$ cat config.mk
export PLATFORM = sky130hd
export DESIGN_NAME = pwm_cell
export DESIGN_NICKNAME = d
export VERILOG_FILES = /design/src/hw/rtl/pwm_pkg.sv /design/src/hw/rtl/pwm_cell.sv
export SDC_FILE = /design/constraint.sdc
export NUM_CORES = 1
export LEC_CHECK = 0
export ABC_AREA = 1
export ABC_CLOCK_PERIOD_IN_PS = 2700
export BUFFER_PORTS_ARGS = -buffer_cell sky130_fd_sc_hd__buf_2
export CORE_AREA = 3 3 120 122
export CTS_BUF_LIST = sky130_fd_sc_hd__clkbuf_2 sky130_fd_sc_hd__clkbuf_4 sky130_fd_sc_hd__clkbuf_8
export DETAILED_ROUTE_END_ITERATION = 12
export DIE_AREA = 0 0 123 125
export GPL_ROUTABILITY_DRIVEN = 0
export PLACE_DENSITY = 0.83
export SLEW_MARGIN = 20
export SYNTH_ARGS = -nofsm -noshare
export SYNTH_HDL_FRONTEND = slang
export SYNTH_SLANG_ARGS = --single-unit
$ cat constraint.sdc
create_clock -name clk -period 2.7 [get_ports clk]
set_input_delay 0.27 -clock clk [delete_from_list [all_inputs] [get_ports clk]]
set_output_delay 0.27 -clock clk [all_outputs]
set_load 0.01 [all_outputs]
$ cat src/hw/rtl/pwm_pkg.sv
// ----------------------------------------------------------------------------
// pwm_pkg: shared types and constants of the position window filter
// Coordinate and window widths, register indexes, filter modes and the
// control word that the sequencer hands to each window cell.
// ----------------------------------------------------------------------------
package pwm_pkg;

  localparam int COORD_BITS = 32;
  localparam int WINDOW_MAX = 16;
  localparam int WIN_IDX_W  = $clog2(WINDOW_MAX);
  localparam int CNT_W      = $clog2(WINDOW_MAX + 1);
  localparam int ACC_W      = COORD_BITS + WIN_IDX_W;
  localparam int DIV_CNT_W  = $clog2(ACC_W + 1);
  localparam int NUM_AXES   = 3;

  // configuration port
  localparam int CFG_ADDR_W = 1;
  localparam int CFG_DATA_W = 5;
  localparam logic [CFG_ADDR_W-1:0] REG_FILTER_MODE = 1'd0;
  localparam logic [CFG_ADDR_W-1:0] REG_WINDOW_LEN  = 1'd1;

  // filter modes (code 3 falls through to median)
  localparam logic [1:0] MODE_PASS = 2'd0;
  localparam logic [1:0] MODE_MEAN = 2'd1;

  localparam logic [1:0]     MODE_RESET = MODE_PASS;
  localparam logic [CNT_W-1:0] WLEN_RESET = CNT_W'(8);

  typedef logic signed [COORD_BITS-1:0] coord_t;
  typedef coord_t [NUM_AXES-1:0]        sample_t;
  typedef logic [WIN_IDX_W-1:0]         rank_t;
  typedef rank_t [NUM_AXES-1:0]         rank3_t;

  // control word broadcast along the cell row
  typedef struct packed {
    logic                 shift;
    logic                 rank_clr;
    logic                 rank_en;
    logic [WIN_IDX_W-1:0] bidx;
    sample_t              bval;
  } cell_ctrl_t;

endpackage

$ cat src/hw/rtl/pwm_cell.sv
// ----------------------------------------------------------------------------
// pwm_cell: one entry of the sample window
// Holds one 3D sample, takes its neighbor's sample on a shift, and keeps a
// per-axis rank built by comparing against the broadcast sample.
// ----------------------------------------------------------------------------
module pwm_cell (
  input  logic                          clk,
  input  pwm_pkg::cell_ctrl_t           ctrl,
  input  logic [pwm_pkg::WIN_IDX_W-1:0] my_idx,
  input  pwm_pkg::sample_t              prev_sample,
  output pwm_pkg::sample_t              sample,
  output pwm_pkg::rank3_t               rank
);
  import pwm_pkg::*;

  sample_t sample_r;
  rank3_t  rank_r;
  rank3_t  rank_nxt;

  // count entries that order before this one; ties break on position
  always_comb begin
    for (int k = 0; k < NUM_AXES; k++) begin
      rank_nxt[k] = rank_r[k];
      if (ctrl.rank_clr) begin
        rank_nxt[k] = '0;
      end else if (ctrl.rank_en) begin
        if (($signed(ctrl.bval[k]) < $signed(sample_r[k])) ||
            ((ctrl.bval[k] == sample_r[k]) && (ctrl.bidx < my_idx))) begin
          rank_nxt[k] = rank_r[k] + rank_t'(1);
        end
      end
    end
  end

  // advance the window on a shift
  always_ff @(posedge clk) begin
    if (ctrl.shift) begin
      sample_r <= prev_sample;
    end
    rank_r <= rank_nxt;
  end

  assign sample = sample_r;
  assign rank   = rank_r;

endmodule

# Yosys cells after proc, flatten, opt, wreduce, memory -nomap -nowiden
# Index checks and enable logic that the tools add are counted.
# word_totals
reg_bits	108
in_bits	204
output_inout_bits	108
word_cells	25
# op_classes
add_sub_neg	3
order_cmp	4
n_eq_ne	3
n_reduce_logical	9
# op_table
operator	n
equality test 32 bit	3
< comparator 32 bit	3
adder 4 x 1 -> 4 bit, second input constant	3
AND reduction 2 bit	3
< comparator 4 bit	1
logical AND 1 bit	3
logical OR 1 bit	3

# Depth between registers and ports, before layout
# Gate-level depths: netlist of the first run.
# depth
depth_word	4
depth_mapped	17
mapped_depth_nobuf	17

# Worst setup path before layout of the first run
# No wires, ideal clock.
# synth_timing
path_type	register to register
start	register sample_r, in the netlist sample[95]
end	register rank_r, in the netlist rank[8]
setup_time_ns	0.115
t_arrival_ns	1.637
required_time_ns	2.585
path_slack_ns	0.948
stages_incl_launch_ff	14
n_path_buf	0
synth_period_minus_slack_ns	1.752
path_cell_list	edfxtp_1 inv_1 ha_1 nand2_1 inv_2 nand2_4 nor2_4 nand2_2 nor2_2 nand4_1 nand3_4 nand3_1 nand2_1 nor2_1
# synth_between
elab_chain_cells	4
word_cells_on_any_way	5
classes_between	1 x order compare; 1 x eq/ne; 3 x reduce/logical
# synth_rtl
element	line	source
start, declared	pwm_cell.sv:16	sample_t sample_r;
start signal, assigned	pwm_cell.sv:38	sample_r <= prev_sample;
parallel branches: the longest is 2 deep, another holds < comparator 32 bit	n/a	
logical OR 1 bit (*)	pwm_cell.sv:27	if (($signed(ctrl.bval[k]) < $signed(sample_r[k])) ||
AND reduction 2 bit (no line) (*)	n/a	
end signal, assigned	pwm_cell.sv:40	rank_r <= rank_nxt;
end, declared	pwm_cell.sv:17	rank3_t rank_r;
# Every way passes the cells marked *.
# A chain may end at the register's enable or synchronous reset.

# Worst setup path in the final report of the first run
# layout_timing
start	register sample_r, in the netlist sample[95]
end	register rank_r, in the netlist rank[10]
# The elaborated chain is that of the path after synthesis.

==> PnR_summary.wiki, run 1 <==
{| class="wikitable"
! Metric !! Value
|-
| Std-Cell Rows || 42
|-
| Area enclosed by the die boundary || 15380 um^2
|-
| Category of the worst setup path launch point || flip-flop
|-
| Maximum root-to-sink buffer count || 2
|-
| Inserted Clock Buffers || 9
|-
| Final hold violations || 0
|-
| Number of antenna violations at the first check in global routing || 0
|-
| Synth area leader || edfxtp_1
|-
| Pins over their slew limit || 0
|-
| Async S/R FF share, synth || 0%
|-
| Worst-skew pair later-pin latency || approximately 0.38 ns
|-
| Pin slew with the least headroom to its limit || 0.5267 ns
|-
| Ports placed on the boundary || about 310
|-
| Most instantiated cells after synthesis || 190 x nand2_1, 169 x inv_1, 102 x ha_1
|-
| TritonCTS clock tree || built
|-
| Leakage component of the power || just under 5 nW
|-
| Hold crit path type || in -> reg
|-
| Hold-fix buffers at CTS || 0
|-
| Count of instances resized after the clock tree is built || 0
|-
| Peak ir drop on the vdd network || 0.0003621 V
|-
| Final core occ || roughly 64%
|-
| Vias/cell || around 4.7
|-
| Fmax achieved || approximately 530 MHz
|-
| Pin count of the biggest net entering global routing || about 60
|-
| Overall global routing resource usage || a little over a fifth
|-
| Width of the die || approximately 120 um
|-
| Critical Path AT || about 2.2 ns
|-
| Final period util || 70.35%
|-
| Final Power || between 4 and 5 mW
|-
| Synth Warn # || 0
|-
| Top cells by area in the synthesized netlist || edfxtp_1 44%, ha_1 19%, nand2_1 11%
|-
| H-tree levels || 3
|-
| Maximum net fanout on the critical path || 8
|-
| Iter 0 DRT Violations || roughly 180
|-
| Area of the mapped netlist || about 6600 um^2
|-
| Core area || around 13000 um^2
|-
| Layout cell share with drive strength beyond 1 || a little over a third
|-
| Setup Buffers After CTS || 0
|-
| Type of the worst setup path || reg -> reg
|-
| DP Wirelength || 14.53 mm
|-
| Outcome || complete, no violations
|-
| Effective utilization at floorplan || roughly half
|-
| # DRC || 0
|-
| Final-layout setup total negative slack || 0 ns
|-
| Post-Syn Instances || 715
|-
| Sinks on the clock net || ~110
|-
| Yosys reg bits || 108
|-
| Post-placement cell area || 8354 um^2
|-
| Detailed-routing iteration count for the pre-antenna-repair pass || 6
|-
| Post-layout net count || 1341
|-
| Root Buffer || clkbuf_8
|-
| Global route total overflow || 0
|-
| Power per cell area || between 400 and 500 nW/um^2
|-
| Syn avg cell area || ~9.2 um^2
|-
| Area added between synthesis and finish || 29.85%
|-
| Global-route wire length before repair || about 26 mm
|-
| Synth top area share || about 44%
|-
| Capturing element type of the critical path || flip-flop
|-
| Share of synthesized area occupied by flip-flops and latches || between 40% and 50%
|-
| Via count || ~5700
|-
| Minimum setup slack among reg-to-reg paths || 0.80 ns
|-
| Worst slew margin relative to its limit || 64.89%
|-
| Final clock skew || 0.009235 ns
|-
| Number of synthesized flops with an enable pin || 96
|-
| Die H || approximately 130 um
|-
| Layout Cell Area excl Fill || between 8000 and 9000 um^2
|-
| Fill cell total of the finished layout || ~1100
|-
| Per-cell routed wire length || roughly 14 um
|-
| Data required, critical path || 2.98 ns
|-
| Unique cell type count in the Yosys netlist || 26
|-
| Final setup violation count || 0
|-
| Most common cell in the netlist || nand2_1
|-
| Max-cap violation count || 0
|-
| Port bufs || between 300 and 400
|-
| Worst-path clk slew || between 0.1 and 0.15 ns
|-
| Vias in the first global route || 5814
|-
| Period minus WS final || about 1.9 ns
|-
| Antenna-violating nets left || 0
|-
| Leading register cell type out of synthesis || edfxtp_1
|-
| Net count of the mapped netlist || 1021
|-
| Setup repair after global routing missed its margin || false
|-
| Detailed-route wire length || 16.97 mm
|}
power by group:
group | internal (mW) | switching, mW
clock | 0.441 | 0.565
combinational | 0.429 | 0.558
sequential | 1.96 | 0.0727
critical path, stage by stage (launching register included):
cell and delay, ns:
edfxtp_1 0.35, inv_1 0.06, ha_1 0.35, nand2_1 0.09, inv_2 0.08, nand2_4 0.06, nor2_4 0.11, nand2_2 0.07
nor2_2 0.11, nand2_1 0.08, nand4_2 0.08, nand2_2 0.06, nand3_4 0.12, nand3_1 0.09, nand2_1 0.06, nor2_1 0.04
routing by layer:
layer / vias up / global-route usage, % / wire length, um
li1: 2900 / - / -
met1: 2554 / 21.11 / 5896
met2: 217 / 41.49 / 9058
met3: 34 / 6.278 / 1469
met4: 0 / 9.511 / 547
met5: - / 0 / 0
cells in the final DEF (no fill, tap or decap), types with 4 or more instances in the layout:
cell / synthesis / final
buf_2: 1 / 310
nand2_1: 190 / 190
inv_1: 169 / 169
ha_1: 102 / 102
edfxtp_1: 96 / 96
nor2_1: 40 / 40
a21oi_1: 37 / 37
nand3_1: 12 / 12
dfxtp_1: 12 / 12
inv_2: 10 / 10
clkbuf_8: 1 / 9
nand4_1: 7 / 7
nand2_2: 7 / 7
a21o_1: 4 / 4
nor2_4: 4 / 4
nor2_2: 4 / 4
cell type report:
cell class	instances	area (um^2)	share of cell area, %
sequential	108	3123	36.52
clock buffer	10	131.4	1.536
multi-input combinational	424	2756	32.24
clock inverter	6	62.56	0.7316
inverter	180	675.6	7.902
timing repair buffer	312	1579	18.47
antenna	1	2.502	0.02927
tap	176	220.2	2.575
flip-flops by register name, indices dropped and copies added (netlist names):
| name | cells |
|---|---|
| rank | 12 |
| sample | 96 |
per-stage QoR:
stage / hold slack, ns / instances / worst slack [ns]
4_1_cts: 0.03173 / 1216 / 0.7884
3_3_place_gp: 0.4462 / 1200 / 0.7343
5_1_grt: 0.03253 / 1216 / 0.5521
3_5_place_dp: 0.4481 / 1200 / 0.7264
6_report: 0.05603 / 1217 / 0.8006
2_1_floorplan: 0.3689 / 715 / 0.9479
cells by family after synthesis:
group / synth area share [%]
compound gates: 3.800
fa+ha+maj: 19.38
buf+inv: 10.72
flops: 47.43
simple gates: 18.68
worst paths after layout:
| kind | from | endpoint | depth (start not counted) |
|---|---|---|---|
| setup / recovery | sample[95] | rank[10] | 15 |
| hold / removal | prev_sample[21] | sample[21] | 1 |
| setup reg to reg | sample[95] | rank[10] | 15 |
| hold reg to reg | rank[7] | rank[7] | 2 |
No activity file was read; power rests on OpenSTA's default activity.
==> run 2, diff against run 1 <==
==> config.mk (replaced) <==
export PLATFORM = sky130hd
export DESIGN_NAME = pwm_cell
export DESIGN_NICKNAME = d
export VERILOG_FILES = /design/src/hw/rtl/pwm_pkg.sv /design/src/hw/rtl/pwm_cell.sv
export SDC_FILE = /design/constraint.sdc
export NUM_CORES = 1
export LEC_CHECK = 0
export ABC_AREA = 0
export ABC_CLOCK_PERIOD_IN_PS = 1620
export BUFFER_PORTS_ARGS = -buffer_cell sky130_fd_sc_hd__buf_2
export CORE_ASPECT_RATIO = 1.25
export CORE_MARGIN = 3
export CORE_UTILIZATION = 43
export CTS_BUF_LIST = sky130_fd_sc_hd__clkbuf_2 sky130_fd_sc_hd__clkbuf_4 sky130_fd_sc_hd__clkbuf_8
export DETAILED_ROUTE_END_ITERATION = 12
export GPL_ROUTABILITY_DRIVEN = 0
export PLACE_DENSITY = 0.79
export SLEW_MARGIN = 20
export SYNTH_ARGS = -nofsm -noshare
export SYNTH_HDL_FRONTEND = slang
export SYNTH_SLANG_ARGS = --single-unit
==> constraint.sdc (replaced) <==
create_clock -name clk -period 1.62 [get_ports clk]
set_input_delay 0.162 -clock clk [delete_from_list [all_inputs] [get_ports clk]]
set_output_delay 0.162 -clock clk [all_outputs]
set_load 0.01 [all_outputs]
==> run 2 against run 1 <==
Sequential power rose by 67%. Sequential share of layout area fell by 5.7 points. Combinational power up 120%. First-iteration DRC count increased by 59%. Design area increased by 18%. Wire length up 28%. Critical path depth shrank 4. The run now ends with setup timing left. Cell count fell by 0.99%. Global-route usage increased by 3.9 points.
==> PnR_summary.wiki, run 2 <==
{| class="wikitable"
! Metric !! Value
|-
| H-tree levels || 3
|-
| Peak ir drop on the vdd network || ~0.00047 V
|-
| Top cells by area in the synthesized netlist || edfxtp_1 47%, ha_1 21%, inv_1 6.7%
|-
| Power per cell area || 704.6 nW/um^2
|-
| Inserted Clock Buffers || 9
|-
| Vias/cell || about 5
|-
| Global route total overflow || 0
|-
| Most instantiated cells after synthesis || 109 x inv_1, 102 x ha_1, 96 x edfxtp_1
|-
| Final hold violations || 0
|-
| Crit path from || sample[62]
|-
| Most common cell in the netlist || inv_1
|-
| Period minus WS final || around 2.4 ns
|-
| Synth area leader || edfxtp_1
|-
| Core area || 13530 um^2
|-
| Capturing element type of the critical path || flip-flop
|-
| Setup repair after global routing missed its margin || true
|-
| Port bufs || just over 300
|-
| Smallest hold slack || approximately 0.20 ns
|-
| Terminus of the critical flop-to-flop path || rank[4]
|-
| Dpl ws || -0.8412 ns
|-
| Post-placement cell area || ~8400 um^2
|-
| Synth Warn # || 0
|-
| # DRC || 0
|-
| Detailed-routing iteration count for the pre-antenna-repair pass || 5
|-
| Hold Path Depth || 2
|-
| Pin slew with the least headroom to its limit || ~0.38 ns
|-
| Reg2Reg Launch Point || sample[62]
|-
| Area enclosed by the die boundary || around 16000 um^2
|-
| Area taken by multi-input logic gates || about 3000 um^2
|-
| Pins over their slew limit || 0
|-
| Antenna-violating nets left || 0
|-
| Ports placed on the boundary || approximately 310
|-
| Flip-flop count of the largest register after layout || 96
|-
| Pin count of the biggest net entering global routing || 55
|-
| Number of antenna violations at the first check in global routing || 1
|-
| Share of synthesized area occupied by flip-flops and latches || between 50% and 60%
|-
| Commonest cells after routing, fill and taps aside || 310 x buf_2, 96 x inv_1, 96 x dlygate4sd3_1, 96 x edfxtp_1, 86 x ha_1
|-
| Layout cell share with drive strength beyond 1 || 47.05%
|-
| Data required, critical path || ~1.9 ns
|-
| Net count of the mapped netlist || 833
|-
| Worst-skew pair later-pin latency || ~0.38 ns
|-
| Violated checks || setup timing
|-
| Via count || 6195
|-
| Type of the worst setup path || reg -> reg
|-
| Die H || approximately 140 um
|-
| Area added between synthesis and finish || 66.54%
|-
| Worst slew margin relative to its limit || about three quarters
|-
| Syn avg cell area || between 10 and 15 um^2
|-
| Layout Cell Area excl Fill || between 10000 and 15000 um^2
|-
| Minimum setup slack among reg-to-reg paths || -0.82 ns
|-
| Std-Cell Rows || between 40 and 50
|-
| Maximum net fanout on the critical path || 3
|-
| Maximum root-to-sink buffer count || 2
|-
| Unique cell type count in the Yosys netlist || 46
|-
| Effective utilization at floorplan || between 40% and 50%
|-
| Outcome || finished with violations
|-
| Per-cell routed wire length || between 15 and 20 um
|-
| DP Wirelength || around 14 mm
|-
| Yosys reg bits || ~110
|-
| Iter 0 DRT Violations || approximately 290
|-
| Leakage component of the power || around 5.0 nW
|-
| Worst-path clk slew || approximately 0.11 ns
|-
| Max-cap violation count || 0
|-
| Post-Syn Instances || between 500 and 600
|-
| Final Power || 7.133 mW
|-
| Fill cell total of the finished layout || 806
|-
| Vias in the first global route || approximately 6700
|-
| Startpoint of the worst hold path || ctrl[101]
|-
| Category of the worst setup path launch point || flip-flop
|-
| Leading register cell type out of synthesis || edfxtp_1
|-
| Final core occ || between 70% and 80%
|-
| Width of the die || 112.4 um
|-
| Area of the mapped netlist || slightly above 6000 um^2
|-
| Final period util || 150.6%
|-
| Worst path setup slack after routing || -0.8190 ns
|-
| Combined flip-flop and latch cell area || roughly 3100 um^2
|-
| Sinks on the clock net || ~110
|-
| Number of synthesized flops with an enable pin || 96
|-
| Synth top area share || about 47%
|-
| Worst-case reg-to-reg path depth || 11
|-
| Post-layout net count || roughly 1300
|-
| Most frequent standard cell in the layout excluding fill and tap cells || buf_2
|-
| Critical Path AT || 2.71 ns
|-
| Root Buffer || clkbuf_8
|-
| Overall global routing resource usage || between 20% and 30%
|-
| Fmax achieved || approximately 400 MHz
|-
| Async S/R FF share, synth || 0%
|-
| Final clock skew || about 0.018 ns
|-
| Final setup violation count || 12
|-
| Global-route wire length before repair || approximately 32 mm
|-
| End of the critical path || rank[4]
|-
| Detailed-route wire length || between 20 and 25 mm
|-
| Hold crit path type || in -> reg
|-
| TritonCTS clock tree || built
|}
run 2: worst min-delay path by stage:
| stage | endpoint |
|---|---|
| 5_1_grt | rank[1] |
| 6_report | rank[1] |
| 3_3_place_gp | sample[80] |
| 3_5_place_dp | sample[37] |
| 4_1_cts | rank[1] |
| 2_1_floorplan | sample[0] |
run 2: report_power, final:
group          internal [mW]  total, mW  switching, mW
clock                  0.578       1.57          0.996
sequential              3.27       3.40          0.127
combinational           1.12       2.16           1.04
run 2: cell families after synthesis:
| kind of cell | Yosys count | share of synthesized area, % |
|---|---|---|
| muxes | 7 | 1.296 |
| buffers and inverters | 111 | 6.853 |
| adders and majority gates | 102 | 20.99 |
| AOI/OAI and AO/OA | 106 | 11.15 |
| DFF | 108 | 51.37 |
| and+or+nand+nor | 93 | 8.335 |
run 2: per-stage QoR:
stage	std cells	TNS [ns]
after floorplan	527	-6.738
after global placement	1069	-8.019
after detailed placement	1069	-8.875
after CTS	1192	-8.753
after global routing	1205	-10.50
final	1205	-9.242
run 2: metal layers:
layer | GRT usage, % | part of all wire, % | vias to the layer above
li1 | - | - | 2925
met3 | 7.464 | 7.9 | 56
met2 | 48.26 | 54 | 316
met1 | 25.72 | 35 | 2898
met5 | 0 | 0 | -
met4 | 10.89 | 3.3 | 0
run 2: layout make-up:
type,count,area share (%)
Timing Repair Buffer,492,31.55
Sequential cell,108,30.85
Multi-Input combinational cell,308,29.73
Inverter,109,4.041
Tap cell,171,2.113
Clock buffer,10,1.298
Antenna cell,1,0.02472
Clock inverter,6,0.3955
run 2: critical path, stage by stage (launching register included):
cell and delay (ns):
edfxtp_1 0.38, inv_2 0.05, ha_4 0.27, nand4_1 0.13, buf_4 0.18, nor4_4 0.26, buf_4 0.19, buf_6 0.10
o31a_1 0.18, o211ai_1 0.12, o211a_1 0.17, mux2_4 0.30
run 2: what timing repair did:
action                                  in CTS  in global routing
hold buffers                                96                  0
endpoints found under the hold margin       96                  0
gates resized for setup                     41                 32
endpoints found under the setup margin      12                 12
pin swaps                                   32                 20
setup buffers                               12                 12
==> run 3, diff against run 2 <==
--- a/config.mk
+++ b/config.mk
@@ -10,11 +10,11 @@
 export BUFFER_PORTS_ARGS = -buffer_cell sky130_fd_sc_hd__buf_2
 export CORE_ASPECT_RATIO = 1.25
 export CORE_MARGIN = 3
-export CORE_UTILIZATION = 43
+export CORE_UTILIZATION = 35
 export CTS_BUF_LIST = sky130_fd_sc_hd__clkbuf_2 sky130_fd_sc_hd__clkbuf_4 sky130_fd_sc_hd__clkbuf_8
 export DETAILED_ROUTE_END_ITERATION = 12
 export GPL_ROUTABILITY_DRIVEN = 0
-export PLACE_DENSITY = 0.79
+export PLACE_DENSITY = 0.67
 export SLEW_MARGIN = 20
 export SYNTH_ARGS = -nofsm -noshare
 export SYNTH_HDL_FRONTEND = slang
==> run 3 against run 2 <==
The run still ends with setup timing left. Critical path type unchanged. Sequential share of layout area is 0.26 points lower. Combinational power down 5%. Critical endpoint is now rank[2]. Highest routed layer unchanged. Die area rose by 22%. Clock power grew 27%. Register-to-register slack is essentially flat. Design area rose by 0.87%. Cell count rose by 2.9%. Non-clock buffer count fell by 13. Total power rose by 4.1%. Wire length is 12% lower. Sequential power hardly changed. Via count decreased by 5.7%.
==> PnR_summary.wiki, run 3 (same netlist as run 2, synthesis figures left out) <==
{| class="wikitable"
! Metric !! Value
|-
| Final period util || 151.4%
|-
| Diodes inserted || 0
|-
| Final hold violations || 0
|-
| TritonCTS clock tree || built
|-
| Worst path setup slack after routing || -0.8319 ns
|-
| Max-cap violation count || 0
|-
| Final setup violation count || 12
|-
| Core area || 16910 um^2
|-
| Power per cell area || between 700 and 800 nW/um^2
|-
| Global route total overflow || 0
|-
| Type of the worst setup path || reg -> reg
|-
| Cells along the critical path || inv_2 -> ha_4 -> nand4_1 -> nor2_1 -> o2bb2ai_1 -> o41a_2 -> mux2i_4 -> buf_4 -> o31ai_1 -> a21oi_2
|-
| Root Buffer || clkbuf_8
|-
| Layout cell share with drive strength beyond 1 || 47.16%
|-
| Crit path max-delay cell type || o41a_2
|-
| Antenna-violating nets left || 0
|-
| Maximum net fanout on the critical path || 6
|-
| Via count || slightly below 6000
|-
| # DRC || 0
|-
| Setup repair after global routing missed its margin || true
|-
| Pins over their slew limit || 0
|-
| Effective utilization at floorplan || 35.95%
|-
| Detailed-routing iteration count for the pre-antenna-repair pass || 4
|-
| Leakage component of the power || 4.963 nW
|-
| DP Wirelength || about 14 mm
|-
| Std-Cell Rows || between 50 and 60
|-
| Pin count of the biggest net entering global routing || 45
|-
| Vias in the first global route || roughly 6300
|-
| Global-route wire length before repair || 28.82 mm
|-
| Violated checks || setup timing
|-
| Worst-skew pair later-pin latency || approximately 0.37 ns
|-
| Peak ir drop on the vdd network || about 0.00047 V
|-
| Placed Instances || 1110
|-
| Final clock skew || roughly 0.016 ns
|-
| Pin slew with the least headroom to its limit || roughly 0.36 ns
|-
| Most frequent standard cell in the layout excluding fill and tap cells || buf_2
|-
| Smallest hold slack || around 0.15 ns
|-
| Port bufs || slightly above 300
|-
| Flip-flop count of the largest register after layout || 96
|-
| Largest stage delay on the critical path || 0.47 ns
|-
| Hold crit path type || in -> reg
|-
| Worst-path clk slew || around 0.1 ns
|-
| Width of the die || 123.9 um
|-
| Number of antenna violations at the first check in global routing || 0
|-
| Die H || 153.4 um
|-
| Maximum root-to-sink buffer count || 2
|-
| Fmax achieved || 407.8 MHz
|-
| Category of the worst setup path launch point || flip-flop
|-
| Ports placed on the boundary || 312
|-
| Area added between synthesis and finish || 67.98%
|-
| Sinks on the clock net || roughly 110
|-
| Critical Path AT || approximately 2.7 ns
|-
| Worst slew margin relative to its limit || between 70 and 80%
|-
| Overall global routing resource usage || around 19%
|-
| Outcome || finished with violations
|-
| Capturing element type of the critical path || flip-flop
|-
| Vias/cell || 4.713
|-
| H-tree levels || 3
|-
| Per-cell routed wire length || roughly 15 um
|-
| Final instance count without filler cells || 1240
|-
| Data required, critical path || 1.87 ns
|-
| Commonest cells after routing, fill and taps aside || 310 x buf_2, 96 x dlygate4sd3_1, 96 x edfxtp_1
|-
| Iter 0 DRT Violations || 187
|-
| Detailed-route wire length || between 15 and 20 mm
|-
| Period minus WS final || 2.452 ns
|-
| Area enclosed by the die boundary || around 19000 um^2
|-
| Inserted Clock Buffers || 9
|-
| Post-layout net count || 1321
|}
run 3: cell count changes in the layout (fill, tap and decap cells not counted), sizes merged:
cell | before | now
clkinvlp | 2 | 0
buf | 396 | 383
bufinv | 0 | 3
diode | 1 | 0
clkinv | 3 | 2
run 3: layout make-up:
class,count,area (um^2)
Tap cell,220,275.3
Fill cell,1404,6698
Multi-Input combinational cell,308,3065
Timing Repair Buffer,479,3097
Sequential cell,108,3123
Clock buffer,10,131.4
Inverter,109,409.1
Clock inverter,6,111.4
run 3: through the flow:
stage               area [um^2]  power, mW  util [%]  TNS [ns]  setup WS (ns)
global placement           8422      5.024     49.80    -8.161        -0.7518
CTS                        9972      7.412     58.97    -8.481        -0.7775
global route              10210      7.868     60.39    -10.15        -0.9399
detailed placement         8422      5.071     49.80    -8.723        -0.8097
finish                    10210      7.429     60.39    -8.759        -0.8319
floorplan                  6165      4.185         -    -6.738        -0.7360
run 3: path summary, 6_finish.rpt:
| kind | to | slack [ns] | cells past startpoint | from |
|---|---|---|---|---|
| setup / recovery | rank[2] | -0.83 | 10 | sample[10] |
| hold / removal | sample[42] | 0.15 | 1 | ctrl[102] |
| setup reg to reg | rank[2] | -0.83 | 10 | sample[10] |
| hold reg to reg | rank[3] | 0.49 | 2 | rank[3] |
run 3: metal layers:
metal | GRT usage, % | wire length (um) | vias up | share of wire (%)
met2 | 37.05 | 10380 | 221 | 54
met1 | 19.11 | 6772 | 2684 | 35
met3 | 6.144 | 1457 | 40 | 7.6
met5 | 0 | 0 | - | 0
met4 | 6.596 | 526 | 0 | 2.7
li1 | - | - | 2899 | -
run 3: worst max-delay path, delay by kind of cell (launching register included):
family | cells | cell delay [ns]
AO/OA/AOI/OAI | 4 | 1.00
adder cells (fa/ha/maj) | 1 | 0.19
buffers and inverters | 2 | 0.24
flip-flops | 1 | 0.43
multiplexers | 1 | 0.21
AND/OR/NAND/NOR | 2 | 0.26
run 3: report_power, final:
part / internal, mW / switching (mW)
combinational: 1.09 / 0.971
sequential: 3.27 / 0.113
clock: 1.05 / 0.940
total: 5.41 / 2.02
run 3: timing repair:
| action | in CTS | in global routing |
|---|---|---|
| setup endpoints to repair | 12 | 12 |
| setup buffers | 11 | 7 |
| gates cloned | 0 | 0 |
| hold buffers | 96 | 0 |
| resized for setup | 44 | 34 |
| hold endpoints to repair | 96 | 0 |
| pin swaps | 24 | 31 |
