===== src/hw/rtl/pwm_pkg.sv =====
// ----------------------------------------------------------------------------
// pwm_pkg: shared types and constants of the position window filter
// Coordinate and window widths, register indexes, filter modes and the
// control word that the sequencer hands to each window cell.
// ----------------------------------------------------------------------------
package pwm_pkg;

  localparam int COORD_BITS = 32;
  localparam int WINDOW_MAX = 16;
  localparam int WIN_IDX_W  = $clog2(WINDOW_MAX);
  localparam int CNT_W      = $clog2(WINDOW_MAX + 1);
  localparam int ACC_W      = COORD_BITS + WIN_IDX_W;
  localparam int DIV_CNT_W  = $clog2(ACC_W + 1);
  localparam int NUM_AXES   = 3;

  // configuration port
  localparam int CFG_ADDR_W = 1;
  localparam int CFG_DATA_W = 5;
  localparam logic [CFG_ADDR_W-1:0] REG_FILTER_MODE = 1'd0;
  localparam logic [CFG_ADDR_W-1:0] REG_WINDOW_LEN  = 1'd1;

  // filter modes (code 3 falls through to median)
  localparam logic [1:0] MODE_PASS = 2'd0;
  localparam logic [1:0] MODE_MEAN = 2'd1;

  localparam logic [1:0]     MODE_RESET = MODE_PASS;
  localparam logic [CNT_W-1:0] WLEN_RESET = CNT_W'(8);

  typedef logic signed [COORD_BITS-1:0] coord_t;
  typedef coord_t [NUM_AXES-1:0]        sample_t;
  typedef logic [WIN_IDX_W-1:0]         rank_t;
  typedef rank_t [NUM_AXES-1:0]         rank3_t;

  // control word broadcast along the cell row
  typedef struct packed {
    logic                 shift;
    logic                 rank_clr;
    logic                 rank_en;
    logic [WIN_IDX_W-1:0] bidx;
    sample_t              bval;
  } cell_ctrl_t;

endpackage


===== src/hw/rtl/pwm_div.sv =====
// ----------------------------------------------------------------------------
// pwm_div: serial unsigned divider
// Restoring division of a window sum by the window length, one quotient bit
// per cycle.
// ----------------------------------------------------------------------------
module pwm_div (
  input  logic                      clk,
  input  logic                      rst_n,
  input  logic                      start,
  input  logic [pwm_pkg::ACC_W-1:0] dividend,
  input  logic [pwm_pkg::CNT_W-1:0] divisor,
  output logic                      done,
  output logic [pwm_pkg::ACC_W-1:0] quot
);
  import pwm_pkg::*;

  logic                 busy_r;
  logic                 done_r;
  logic [DIV_CNT_W-1:0] cnt_r;
  logic [CNT_W-1:0]     rem_r;
  logic [ACC_W-1:0]     quo_r;
  logic [CNT_W-1:0]     dsr_r;
  logic [CNT_W:0]       rem_sh;
  logic                 qbit;
  logic [CNT_W:0]       rem_sub;

  // shift in one dividend bit and try the subtract
  always_comb begin
    rem_sh  = {rem_r, quo_r[ACC_W-1]};
    qbit    = (rem_sh >= {1'b0, dsr_r});
    rem_sub = rem_sh - {1'b0, dsr_r};
  end

  always_ff @(posedge clk) begin
    if (!rst_n) begin
      busy_r <= 1'b0;
      done_r <= 1'b0;
      cnt_r  <= '0;
    end else begin
      done_r <= 1'b0;
      if (start) begin
        busy_r <= 1'b1;
        cnt_r  <= '0;
        rem_r  <= '0;
        quo_r  <= dividend;
        dsr_r  <= divisor;
      end else if (busy_r) begin
        rem_r <= qbit ? rem_sub[CNT_W-1:0] : rem_sh[CNT_W-1:0];
        quo_r <= {quo_r[ACC_W-2:0], qbit};
        cnt_r <= cnt_r + DIV_CNT_W'(1);
        if (cnt_r == DIV_CNT_W'(ACC_W - 1)) begin
          busy_r <= 1'b0;
          done_r <= 1'b1;
        end
      end
    end
  end

  assign done = done_r;
  assign quot = quo_r;

endmodule


===== config.mk =====
export PLATFORM = sky130hd
export DESIGN_NAME = pwm_div
export DESIGN_NICKNAME = d
export VERILOG_FILES = /design/src/hw/rtl/pwm_pkg.sv /design/src/hw/rtl/pwm_div.sv
export SDC_FILE = /design/constraint.sdc
export NUM_CORES = 1
export LEC_CHECK = 0
export ABC_CLOCK_PERIOD_IN_PS = 2950
export BUFFER_PORTS_ARGS = -buffer_cell sky130_fd_sc_hd__buf_2
export CAP_MARGIN = 20
export CORE_MARGIN = 2
export CORE_UTILIZATION = 40
export CTS_CLUSTER_DIAMETER = 120
export CTS_CLUSTER_SIZE = 10
export DETAILED_ROUTE_END_ITERATION = 7
export PLACE_DENSITY_LB_ADDON = 0.3
export SLEW_MARGIN = 20
export SYNTH_ARGS = -nofsm -noshare
export SYNTH_HDL_FRONTEND = slang
export SYNTH_SLANG_ARGS = --single-unit

===== constraint.sdc =====
create_clock -name clk -period 2.95 [get_ports clk]
set_input_delay 0.885 -clock clk [delete_from_list [all_inputs] [get_ports clk]]
set_output_delay 0.885 -clock clk [all_outputs]
set_load 0.1 [all_outputs]

Word-level counts from Yosys, hierarchy flattened. Index checks and enable logic that the tools add are counted.

Memories: 0. Input port bits: 44. Bits in latches: 0. RAM bits: 0. Memory bits (read-only): 0. Register bits after elaboration: 54. Output and inout port bits: 37. Word-level logic and storage cells: 25.

Eq/ne operators: 1. Multipliers: 0. Bitwise gates (word level): 2. Divide/modulo/power cells: 0. Reduce and logical (&&, ||, !) cells: 5. Multiplexer cells: 8. Shifts and indexed selects: 0. Add/sub/neg operators: 2. Magnitude comparators: 1.

Operators with widths (count): 36-bit 2-to-1 mux (2); 5-bit 2-to-1 mux (2); 6-bit by 1-bit adder with 6-bit output, second input constant (1); 6-bit equality test, second input constant (1); 6-bit by 5-bit greater-or-equal comparator with 1-bit output (1); 5-bit subtractor (1); 1-bit 2-to-1 mux (4); 2-bit AND reduction (2); 3-bit OR reduction (1); 1-bit NOT (2); 2-bit nonzero test (1); 2-bit OR reduction (1).

Longest topological paths before layout. Gate-level depths: netlist of run 1.

Depth after elaboration: 4. Gate-level depth with buffers: 8.

Least setup slack after synthesis of run 1. Ideal clock, no wire load.

Kind: reg2reg. Start: register quo_r[35] (netlist: quot[35]). End: register rem_r[4], data pin. Data required time: 2684 ps. Library setup time: 266 ps. Arrival: 2219 ps. Buffers on the path: 0. Stages on the path, launching flop included: 9. Setup slack: 464 ps. Clock period less this slack: 2486 ps. Path through: edfxtp_1 > inv_1 > ha_1 > inv_1 > fa_1 > a21oi_2 > inv_1 > a2111oi_2 > nor4_1.

Cells in the longest elaborated chain, start to end: 3. Elaborated cells between the ends (all ways): 4. Those cells by class: add/sub (1); order compare (1); mux (2).

RTL lines: start, declared (line pwm_div.sv:21) `logic [ACC_W-1:0] quo_r;`; start signal, assigned (line pwm_div.sv:45) `quo_r <= dividend;`; start signal, assigned (line pwm_div.sv:49) `quo_r <= {quo_r[ACC_W-2:0], qbit};`; 5-bit subtractor or 6-bit by 5-bit greater-or-equal comparator with 1-bit output (tied branches) (line pwm_div.sv:31, pwm_div.sv:30); 5-bit 2-to-1 mux (*) (line pwm_div.sv:48) `rem_r <= qbit ? rem_sub[CNT_W-1:0] : rem_sh[CNT_W-1:0];`; 5-bit 2-to-1 mux (*) (line pwm_div.sv:47) `end else if (busy_r) begin`; end signal, assigned (line pwm_div.sv:48); end, declared (line pwm_div.sv:20) `logic [CNT_W-1:0] rem_r;`.

Every way passes the cells marked *; elsewhere a longest branch is shown, timed or not. The select of a mux whose other input is x is not followed. A chain may end at the register's enable or synchronous reset.

Worst setup path in the final report of run 1. Ends and elaborated chain as after synthesis.

==> metrics.txt, run 1 <==
Reg clk slew, reported paths=about 0.10 ns; largest net degree at the start of global routing=30; Critical path origin=quot[35]$_DFFE_PP_; startpoint of the worst register-to-register path=quot[35]$_DFFE_PP_; row count=28; area occupied by registers=about 1500 um2; I/O pin cnt=a little over 80; combinational group share of total power=between 20 and 25%; Slew @ Worst Pin=slightly below 0.5 ns; xor/xnor cell area share of the yosys netlist=~1.8%; initial core utilization=between 40% and 50%; vias per inst=slightly below 5; combinational family with the most area after synthesis=multiplexers; Port-buffer cells=80; largest clock skew in the final design=0.00913 ns; router iterations before antenna repair=4; number of remaining DRC errors=0; worst skew pair latency=approximately 0.30 ns; number of buffers added to fix hold violations after cts=0; Worst setup SP type=flip-flop; number of flops mapped to enable cells by yosys=46; area of the core region=5960 um2; Filler Cell Count=around 540; adder-cell share of the synthesized area=under 10%; TritonCTS clock tree=yes; CTS Root Cell=sky130_fd_sc_hd__clkbuf_8; Data arrival, critical path=~2.2 ns; post-synthesis simple-gate area fraction=under 10%; fin crit period=about 2.2 ns; number of antenna violations at the first check in global routing=0; sort of element at the end of the critical path=flip-flop; overall via count from detail_route=about 1,600; utilization after layout=51.7%; Clock Path Buffers=2; average cell area after synthesis=14.6 um2; part of the total power dissipated in sequential elements=roughly half; number of gates resized after cts=0; status=completed; internal power summed over all cells=1290 uW; # diodes=0; detailed-route wire length=roughly 4600 um; Netlist Area Pre-Place=around 2500 um2; leakage power=approximately 0.0013 uW; Relative slew margins=between 60% and 70%; maximum fanout along the worst path=3; count of synthesis-stage warnings from yosys=0; top flip-flop cell by instance count after synthesis=sky130_fd_sc_hd__edfxtp_1; count of different cell masters after synthesis=34; worst-case vdd ir drop=roughly 0.00033 V; share of the synthesized area in compound gates (AO/OA/AOI/OAI)=around 6.0%; die outline width=82.6 um; peak clock frequency supported by timing=0.465 GHz; async set-reset flop share out of synthesis=0%; required time of the critical path=3.00 ns; share of post-route cells with drive strength above 1=52.6%; Die Ht=between 80 and 90 um; count of endpoints failing hold in the final timing report=0; Post-CTS Setup Inserts=0; type of the most critical hold path=flip-flop to flip-flop; Switching Fraction=between 30% and 40%; post-route total power=between 1500 and 2000 uW; share of power burned in the clock network=27.1%; # setup viols final=0; setup tns final=0 ns; area of combinational cells with multiple inputs=slightly below 900 um2; unrepaired setup endpoints after global routing=false; detailed placement HPWL=3490 um; maxcap violations=0; NetSw=a little over 600 uW; total CTS buffers=5; first-pass GRT wire length=slightly above 7000 um; classification of the worst setup path=flip-flop to flip-flop; period utilization=approximately 73%; share of the synthesized area in the top cell type=between 50% and 60%; synthesized netlist net count=220; CTS H-tree lvls=2; beginning of the worst hold path=cnt_r[5]$_SDFFE_PP0P_; residual overflow from global routing=0; most used standard cells in the synthesized netlist=sky130_fd_sc_hd__edfxtp_1, sky130_fd_sc_hd__mux2_2, sky130_fd_sc_hd__nor2_1; cell count after synthesis=169; clock sink total=54; max-slew violations=0; Worst Hold Margin=between 0.4 and 0.5 ns; cell with the most instances after synthesis=sky130_fd_sc_hd__edfxtp_1; Power per Cell Area=approximately 610 nW/um2; weighted congestion reported at the end of routability-driven placement=approximately 0.77; die area=just under 7000 um2; overall global routing resource usage=between 10% and 20%; sequential element share of the synthesized area=between 60% and 70%; Final Net Count=between 300 and 400; detailed-route wire length per cell=about 14 um; share of synthesized area spent on multiplexers=16.3%; count of routing violations after the opening detailed-route iteration=93; area grow syn2layout=24.4%; Antenna Nets Post-Route=0; dominant cells by area after synthesis=sky130_fd_sc_hd__edfxtp_1, sky130_fd_sc_hd__mux2_2, sky130_fd_sc_hd__dfxtp_1; dominant cell type by area after synthesis=sky130_fd_sc_hd__edfxtp_1; number of synthesized register bits=between 50 and 60; vias in the first global route=1,573
[state kept, by name (all words and copies together) (netlist names)]
signal	cells
done	1
rem_r	5
quot	36
busy_r	1
dsr_r	5
cnt_r	6
[layer usage]
metal / wire, um / global-route usage (%) / vias up / share of wire [%]
li1: - / - / 796 / -
met1: 2010 / 18.6 / 748 / 43
met2: 2340 / 23.2 / 41 / 51
met3: 234 / 3.48 / 5 / 5.1
met4: 40 / 4.43 / 0 / 0.86
met5: 0 / 0 / - / 0
[cell usage in the layout (no fill, tap or decap), drive strengths merged, types with 3 or more instances in the layout]
cell / n
o21a: 3
nand2: 6
o21ai: 5
xor2: 4
inv: 9
edfxtp: 46
buf: 82
nor2: 13
clkbuf: 7
dfxtp: 8
nor3: 3
a21oi: 6
ha: 6
mux2: 35
[power by group through the flow]
stage | clock network, uW | registers, uW | logic (uW)
global route | 556 | 921 | 497
global placement | 0 | 933 | 464
detailed placement | 0 | 931 | 469
CTS | 524 | 915 | 470
finish | 511 | 914 | 465
floorplan | 0 | 1160 | 152
[worst max-delay path, stage by stage (launching register included)]
cell                        delay, ns
sky130_fd_sc_hd__edfxtp_1        0.39
sky130_fd_sc_hd__inv_1           0.10
sky130_fd_sc_hd__ha_1            0.17
sky130_fd_sc_hd__inv_1           0.06
sky130_fd_sc_hd__fa_1            0.41
sky130_fd_sc_hd__a21oi_2         0.20
sky130_fd_sc_hd__inv_1           0.07
sky130_fd_sc_hd__a2111oi_2       0.38
sky130_fd_sc_hd__nor4_1          0.11
[metrics by stage]
step / worst slack (ns) / std cells / cell area (um2)
floorplan: 0.464 / 169 / 2470
global placement: 0.632 / 320 / 2960
detailed placement: 0.617 / 320 / 2960
CTS: 0.780 / 328 / 3080
global route: 0.631 / 328 / 3080
finish: 0.798 / 328 / 3080
[cell families after synthesis]
logic type | count (synthesis)
AO/OA/AOI/OAI | 19
XOR/XNOR | 5
adder cells (fa/ha/maj) | 7
buffers and inverters | 15
flip-flops | 54
multiplexers | 36
AND/OR/NAND/NOR | 33
[final timing paths]
check                           endpoint  slack (ns)  depth (start not counted)
setup / recovery  rem_r[4]$_SDFFCE_PP0P_        0.80                          8
hold / removal     cnt_r[5]$_SDFFE_PP0P_        0.48                          2
setup reg to reg  rem_r[4]$_SDFFCE_PP0P_        0.80                          8
hold reg to reg    cnt_r[5]$_SDFFE_PP0P_        0.48                          2
[layout make-up]
type	instances	share of cell area, %
Tap cell	75	3.05
Inverter	9	1.10
Clock inverter	1	0.976
Clock buffer	7	2.80
Timing Repair Buffer	82	13.9
Multi-Input combinational cell	100	28.1
Sequential cell	54	50.1
Power figures use the tool's default switching activity.
==> run 2, diff against run 1 <==
- ABC_AREA: default -> 1
- ABC_CLOCK_PERIOD_IN_PS: 2950 -> 1780
- clock period: 2.95 -> 1.78 ns (I/O delays scaled with it)
==> run 2 against run 1 <==
First-iteration DRC count decreased by 7.5%. Power is 66% higher. Via count up 24%. Combinational power rose by 74%. Synthesized area increased by 0.56%. Largest power group unchanged.
==> metrics.txt, run 2 <==
Largest register FFs=36 (unchanged); weighted congestion reported at the end of routability-driven placement=0.802 (was 0.774); number of synthesized register bits=54 (unchanged); count of endpoints failing hold in the final timing report=0 (unchanged); classification of the worst setup path=flip-flop to flip-flop (unchanged); count of routing violations after the opening detailed-route iteration=86 (was 93); Antenna Nets Post-Route=0 (unchanged); overall via count from detail_route=1,965 (was 1,590); initial core utilization=41.8% (was 41.5%); placed cell area=3020 um2 (was 2960 um2); number of placed instances with taps included=415 (was 320); status=completed (unchanged); startpoint of the worst register-to-register path=quot[35]$_DFFE_PP_ (unchanged); die area=6860 um2 (was 6830 um2); Power per Cell Area=994 nW/um2 (was 614 nW/um2); number of buffers and inverters on the critical path=2 (was 3); worst skew pair latency=0.30 ns (about the same); number of flops mapped to enable cells by yosys=46 (unchanged); largest clock skew in the final design=0.00534 ns (was 0.00913 ns); most used standard cells in the synthesized netlist=sky130_fd_sc_hd__nand2_1, sky130_fd_sc_hd__edfxtp_1, sky130_fd_sc_hd__inv_1 (was sky130_fd_sc_hd__edfxtp_1, sky130_fd_sc_hd__mux2_2, sky130_fd_sc_hd__nor2_1); Critical path origin=quot[35]$_DFFE_PP_ (unchanged); area of the core region=5960 um2 (unchanged); maximum fanout along the worst path=7 (was 3); total CTS buffers=5 (unchanged); count of synthesis-stage warnings from yosys=0 (unchanged); leakage power=0.00150 uW (was 0.00126 uW); peak clock frequency supported by timing=0.579 GHz (was 0.465 GHz); overall global routing resource usage=15.8% (was 14.2%); post-route total power=3140 uW (was 1890 uW); Die Ht=82.9 um (was 82.6 um); most numerous cell on the critical path=sky130_fd_sc_hd__nand2_2 (was sky130_fd_sc_hd__inv_1); path length in cells of the critical path=10 (was 8); required time of the critical path=1.85 ns (was 3.00 ns); sequential element share of the synthesized area=62.0% (was 62.3%); area grow syn2layout=27.0% (was 24.4%); max-slew violations=0 (unchanged); share of post-route cells with drive strength above 1=32.2% (was 52.6%); detailed-route wire length=5210 um (was 4630 um); unrepaired setup endpoints after global routing=true (was false); Data arrival, critical path=1.80 ns (was 2.20 ns); die outline width=82.9 um (was 82.6 um); sort of element at the end of the critical path=flip-flop (unchanged); Post-CTS Setup Inserts=0 (unchanged); cell with the most instances after synthesis=sky130_fd_sc_hd__nand2_1 (was sky130_fd_sc_hd__edfxtp_1); first-pass GRT wire length=8910 um (was 7280 um); CTS Root Cell=sky130_fd_sc_hd__clkbuf_8 (unchanged); commonest non-fill, non-tap cell in the layout=sky130_fd_sc_hd__nand2_1 (was sky130_fd_sc_hd__buf_2); router iterations before antenna repair=4 (unchanged); Final Net Count=398 (was 303); dominant cell type by area after synthesis=sky130_fd_sc_hd__edfxtp_1 (unchanged); maxcap violations=0 (unchanged); detailed-route wire length per cell=12.3 um (was 14.1 um); number of antenna violations at the first check in global routing=0 (unchanged); cell count after synthesis=261 (was 169); count of different cell masters after synthesis=26 (was 34); Filler Cell Count=610 (was 541); CTS H-tree lvls=2 (unchanged); Worst setup SP type=flip-flop (unchanged); top flip-flop cell by instance count after synthesis=sky130_fd_sc_hd__edfxtp_1 (unchanged); Reg-to-Reg End=rem_r[2]$_SDFFCE_PP0P_ (was rem_r[4]$_SDFFCE_PP0P_); I/O pin cnt=81 (unchanged); standard cell with the maximum stage delay on the critical path=sky130_fd_sc_hd__edfxtp_1 (was sky130_fd_sc_hd__fa_1); post-route insts no fill=423 (was 328); Reg clk slew, reported paths=0.09 ns (was 0.10 ns); fin crit period=1.73 ns (was 2.15 ns); vias in the first global route=1,894 (was 1,573); dominant cells by area after synthesis=sky130_fd_sc_hd__edfxtp_1, sky130_fd_sc_hd__nand2_1, sky130_fd_sc_hd__dfxtp_1 (was sky130_fd_sc_hd__edfxtp_1, sky130_fd_sc_hd__mux2_2, sky130_fd_sc_hd__dfxtp_1); vias per inst=4.65 (was 4.85); beginning of the worst hold path=divisor[2] (was cnt_r[5]$_SDFFE_PP0P_); highest-count cells in the layout ignoring fill and taps=sky130_fd_sc_hd__nand2_1, sky130_fd_sc_hd__buf_2, sky130_fd_sc_hd__edfxtp_1, sky130_fd_sc_hd__inv_1, sky130_fd_sc_hd__nor2_1 (was sky130_fd_sc_hd__buf_2, sky130_fd_sc_hd__edfxtp_1, sky130_fd_sc_hd__mux2_2, sky130_fd_sc_hd__nor2_1, sky130_fd_sc_hd__inv_1); post-route cell area=3160 um2 (was 3080 um2); delay of the slowest cell on the worst path=0.39 ns (was 0.41 ns); largest net degree at the start of global routing=31 (was 30); Port-buffer cells=80 (unchanged); residual overflow from global routing=0 (unchanged); number of remaining DRC errors=0 (unchanged); TritonCTS clock tree=yes (unchanged); type of the most critical hold path=input port to flip-flop (was flip-flop to flip-flop); share of the synthesized area in the top cell type=55.5% (was 55.8%); average cell area after synthesis=9.53 um2 (was 14.6 um2); row count=28 (unchanged); # diodes=0 (unchanged); clock sink total=54 (unchanged); synthesized netlist net count=312 (was 220); worst-case vdd ir drop=0.000487 V (was 0.000329 V); cell type group with the largest total delay on the critical path=adder cells (was compound AO/OA/AOI/OAI gates); Slew @ Worst Pin=0.494 ns (was 0.496 ns); cell-by-cell listing of the critical path=inv_1 > ha_2 > inv_2 > fa_2 > nand2_2 > nand2_2 > nand3_4 > nand2_8 > nor2_4 > nor2_1 (was inv_1 > ha_1 > inv_1 > fa_1 > a21oi_2 > inv_1 > a2111oi_2 > nor4_1); Relative slew margins=67.3% (was 67.2%); Netlist Area Pre-Place=2490 um2 (was 2470 um2); setup slack on the worst flop-to-flop path=0.05 ns (was 0.80 ns); CP endpoint=rem_r[2]$_SDFFCE_PP0P_ (was rem_r[4]$_SDFFCE_PP0P_); Clock Path Buffers=2 (unchanged); # setup viols final=0 (unchanged); async set-reset flop share out of synthesis=0% (unchanged); path depth of the worst reg2reg path=10 (was 8); period utilization=97.0% (was 73.0%); detailed placement HPWL=3840 um (was 3490 um)
-- run 2: cell types whose count changed after synthesis, moves of 3 or more --
cell                       previous run  this run
sky130_fd_sc_hd__nor2_1              12        16
sky130_fd_sc_hd__inv_1                9        17
sky130_fd_sc_hd__nand3_1              2         6
sky130_fd_sc_hd__mux2_2              35         0
sky130_fd_sc_hd__o21a_1               3         0
sky130_fd_sc_hd__clkbuf_1             0         3
sky130_fd_sc_hd__xor2_1               4         0
sky130_fd_sc_hd__nand2_1              6       126
-- run 2: metrics by stage --
stage	setup slack [ns]	TNS, ns	hold WS (ns)	util [%]
5_1_grt	-0.0816	-0.278	0.388	53.0
3_3_place_gp	0.0891	0	0.478	50.7
6_report	0.0530	0	0.401	53.0
4_1_cts	0.0284	0	0.390	52.5
3_5_place_dp	0.0358	0	0.485	50.7
2_1_floorplan	-0.418	-2.26	0.454	-
-- run 2: worst min-delay path by stage --
stage                                  endpoint  slack [ns]  depth (start not counted)
after global placement    cnt_r[1]$_SDFFE_PP0P_        0.48                          2
after CTS                    dsr_r[2]$_DFFE_PP_        0.39                          1
after detailed placement  cnt_r[1]$_SDFFE_PP0P_        0.49                          2
after floorplan           cnt_r[0]$_SDFFE_PP0P_        0.45                          1
after global routing         dsr_r[2]$_DFFE_PP_        0.39                          1
final                        dsr_r[2]$_DFFE_PP_        0.40                          1
-- run 2: report_power, final --
part	switching [uW]	leakage (uW)	total [uW]	internal, uW
Combinational	619	0.000931	807	188
Sequential	44.7	0.000507	1520	1470
Clock	398	0.0000579	813	415
Total	1060	0.00150	3140	2080
-- run 2: final cells by class --
type | instances | area, um2 | area share, %
clock buffers | 5 | 68.8 | 2.18
repair buffers | 87 | 468 | 14.8
clock inverters | 3 | 40.0 | 1.27
well taps | 75 | 93.8 | 2.97
flip-flops and latches | 54 | 1540 | 48.8
multi-input cells | 181 | 878 | 27.8
inverters | 18 | 67.6 | 2.14
-- run 2: cells by family (layout without fill, tap and decap cells) --
group           after synthesis  in the layout  synth area share, %
compound gates               11             11                 2.26
xor+xnor                      1              1                0.352
fa+ha+maj                     7              7                 3.82
buf+inv                      26            113                 4.53
flops                        54             54                 62.0
simple gates                162            162                 27.1
-- run 2: routing by layer --
layer,up-vias,wire [um],track usage [%]
met5,-,0,0
met4,0,30,3.58
met3,4,367,5.07
met2,65,2500,25.1
met1,883,2310,21.4
li1,1013,-,-
-- run 2: timing repair --
item,in CTS,in global routing
endpoints found under the setup margin,0,6
hold buffers,0,0
resized for setup,0,8
-- run 2: worst register-to-register path, stage by stage, from the launching register on --
cell                       delay, ns
sky130_fd_sc_hd__edfxtp_1       0.39
sky130_fd_sc_hd__inv_1          0.07
sky130_fd_sc_hd__ha_2           0.16
sky130_fd_sc_hd__inv_2          0.04
sky130_fd_sc_hd__fa_2           0.35
sky130_fd_sc_hd__nand2_2        0.08
sky130_fd_sc_hd__nand2_2        0.07
sky130_fd_sc_hd__nand3_4        0.11
sky130_fd_sc_hd__nand2_8        0.09
sky130_fd_sc_hd__nor2_4         0.09
sky130_fd_sc_hd__nor2_1         0.05
==> run 3, diff against run 2 <==
--- a/config.mk
+++ b/config.mk
@@ -16,4 +16,5 @@
 export DETAILED_ROUTE_END_ITERATION = 7
 export PLACE_DENSITY_LB_ADDON = 0.3
+export SKIP_LAST_GASP = 1
 export SLEW_MARGIN = 20
 export SYNTH_ARGS = -nofsm -noshare
==> constraint.sdc (replaced) <==
create_clock -name clk -period 1.78 [get_ports clk]
set_input_delay 0.178 -clock clk [delete_from_list [all_inputs] [get_ports clk]]
set_output_delay 0.178 -clock clk [all_outputs]
set_load 0.1 [all_outputs]
==> run 3 against run 2 <==
Power decreased by 4.1%. Clock skew increased by 0.0060 ns. Global-route usage increased by 0.18 points. Sequential power about the same. Via count increased by 0.25%. First-iteration DRC count increased by 15%. Non-clock buffer count increased by 1. Fmax increased by 0.16%. Combinational power increased by 0.6%. Register-to-register slack about the same. Critical endpoint unchanged. Highest routed layer unchanged.
==> metrics.txt, run 3 (synthesis gave the netlist of run 2 again) <==
overall via count from detail_route=1,970 (was 1,965); Slew @ Worst Pin=0.500 ns (was 0.494 ns); row count=28 (unchanged); vias in the first global route=1,895 (was 1,894); hold path endpoint=dsr_r[2]$_DFFE_PP_ (unchanged); worst slack, placed=0.0519 ns (was 0.0358 ns); die outline width=82.9 um (unchanged); total CTS buffers=5 (unchanged); max-slew violations=0 (unchanged); required time of the critical path=1.85 ns (about the same); beginning of the worst hold path=divisor[2] (unchanged); highest-count cells in the layout ignoring fill and taps=sky130_fd_sc_hd__nand2_1, sky130_fd_sc_hd__buf_2, sky130_fd_sc_hd__edfxtp_1, sky130_fd_sc_hd__inv_1, sky130_fd_sc_hd__nor2_1 (unchanged); status=completed (unchanged); vias per inst=4.65 (about the same); utilization after layout=52.7% (was 53.0%); CTS H-tree lvls=2 (unchanged); final worst-path setup slack=0.0558 ns (was 0.0530 ns); number of remaining DRC errors=0 (unchanged); Largest register FFs=36 (unchanged); TritonCTS clock tree=yes (unchanged); Relative slew margins=66.9% (was 67.3%); Antenna Nets Post-Route=0 (unchanged); sort of element at the end of the critical path=flip-flop (unchanged); Port-buffer cells=80 (unchanged); clock sink total=54 (unchanged); leakage power=0.00148 uW (was 0.00150 uW); worst skew pair latency=0.31 ns (was 0.30 ns); Clock Path Buffers=2 (unchanged); Worst Hold Margin=0.0343 ns (was 0.401 ns); Reg clk slew, reported paths=0.10 ns (was 0.09 ns); classification of the worst setup path=flip-flop to flip-flop (unchanged); number of antenna violations at the first check in global routing=0 (unchanged); post-route insts no fill=424 (was 423); Reg-to-Reg End=rem_r[2]$_SDFFCE_PP0P_ (unchanged); Die Ht=82.9 um (unchanged); die area=6860 um2 (unchanged); unrepaired setup endpoints after global routing=true (unchanged); initial core utilization=41.8% (unchanged); setup slack on the worst flop-to-flop path=0.06 ns (was 0.05 ns); worst-case vdd ir drop=0.000454 V (was 0.000487 V); fin crit period=1.72 ns (was 1.73 ns); residual overflow from global routing=0 (unchanged); path depth of the worst reg2reg path=10 (unchanged); share of post-route cells with drive strength above 1=32.4% (was 32.2%); largest clock skew in the final design=0.0113 ns (was 0.00534 ns); area grow syn2layout=26.3% (was 27.0%); largest net degree at the start of global routing=31 (unchanged); CTS Root Cell=sky130_fd_sc_hd__clkbuf_8 (unchanged); Worst setup SP type=flip-flop (unchanged); overall global routing resource usage=16.0% (was 15.8%); commonest non-fill, non-tap cell in the layout=sky130_fd_sc_hd__nand2_1 (unchanged); Data arrival, critical path=1.80 ns (about the same); Power per Cell Area=958 nW/um2 (was 994 nW/um2); maxcap violations=0 (unchanged); startpoint of the worst register-to-register path=quot[35]$_DFFE_PP_ (unchanged); detailed-route wire length=5220 um (was 5210 um); count of routing violations after the opening detailed-route iteration=99 (was 86); detailed-route wire length per cell=12.3 um (about the same); Filler Cell Count=573 (was 610); type of the most critical hold path=input port to flip-flop (unchanged); peak clock frequency supported by timing=0.580 GHz (was 0.579 GHz); # diodes=0 (unchanged); detailed placement HPWL=3830 um (was 3840 um); period utilization=96.9% (was 97.0%); # setup viols final=0 (unchanged); maximum fanout along the worst path=7 (unchanged); I/O pin cnt=81 (unchanged); instance count along the most critical hold path=1 (unchanged); Final Net Count=399 (was 398); number of buffers added to fix hold violations after cts=0 (unchanged); router iterations before antenna repair=4 (unchanged); count of endpoints failing hold in the final timing report=0 (unchanged); weighted congestion reported at the end of routability-driven placement=0.777 (was 0.802); number of placed instances with taps included=415 (unchanged); first-pass GRT wire length=8850 um (was 8910 um); area of the core region=5960 um2 (unchanged)
## run 3: layer usage
metal	part of all wire [%]	GRT usage [%]	vias to the layer above	wire [um]
met3	8.1	5.47	7	421
met1	42	19.7	883	2180
met2	49	26.9	65	2560
li1	-	-	1015	-
met4	1.1	4.47	0	58
met5	0	0	-	0
## run 3: cell type report
cell class	count	area [um2]	share of cell area, %
clock inverter	1	7.51	0.239
timing repair buffer	88	473	15.1
multi-input combinational	181	881	28.0
inverter	18	67.6	2.15
sequential	54	1540	49.1
clock buffer	7	76.3	2.43
tap	75	93.8	2.99
## run 3: worst max-delay path: stages (launching register included)
cell and delay, ns:
sky130_fd_sc_hd__edfxtp_1 0.39, sky130_fd_sc_hd__inv_1 0.07, sky130_fd_sc_hd__ha_2 0.16, sky130_fd_sc_hd__inv_2 0.04, sky130_fd_sc_hd__fa_2 0.34, sky130_fd_sc_hd__nand2_2 0.07, sky130_fd_sc_hd__nand2_2 0.06, sky130_fd_sc_hd__nand3_4 0.10
sky130_fd_sc_hd__nand2_8 0.08, sky130_fd_sc_hd__nor2_2 0.11, sky130_fd_sc_hd__nor2_1 0.04
## run 3: how the worst max path moves through the flow
stage / start / endpoint / slack, ns / cells after the start
4_1_cts: quot[35]$_DFFE_PP_ / rem_r[1]$_SDFFCE_PP0P_ / 0.02 / 10
3_5_place_dp: quot[35]$_DFFE_PP_ / rem_r[4]$_SDFFCE_PP0P_ / 0.05 / 9
6_report: quot[35]$_DFFE_PP_ / rem_r[2]$_SDFFCE_PP0P_ / 0.06 / 10
5_1_grt: quot[35]$_DFFE_PP_ / rem_r[3]$_SDFFCE_PP0P_ / -0.05 / 10
3_3_place_gp: quot[35]$_DFFE_PP_ / rem_r[2]$_SDFFCE_PP0P_ / 0.09 / 10
2_1_floorplan: quot[35]$_DFFE_PP_ / rem_r[0]$_SDFFCE_PP0P_ / -0.42 / 11
## run 3: metrics by stage
step	setup TNS (ns)	total power, uW	cell area (um2)
after floorplan	-2.26	2170	2500
after global placement	0	2330	3020
after detailed placement	0	2340	3020
after CTS	0	3010	3100
after global routing	-0.160	3170	3140
final	0	3010	3140
## run 3: repair_timing
action,4_1_cts,5_1_grt
setup buffers,0,1
gates resized for setup,0,8
endpoints found under the setup margin,0,5
## run 3: report_power, final
part,internal (uW),switching (uW)
logic,194,618
registers,1470,43.8
clock network,280,401
total,1950,1060
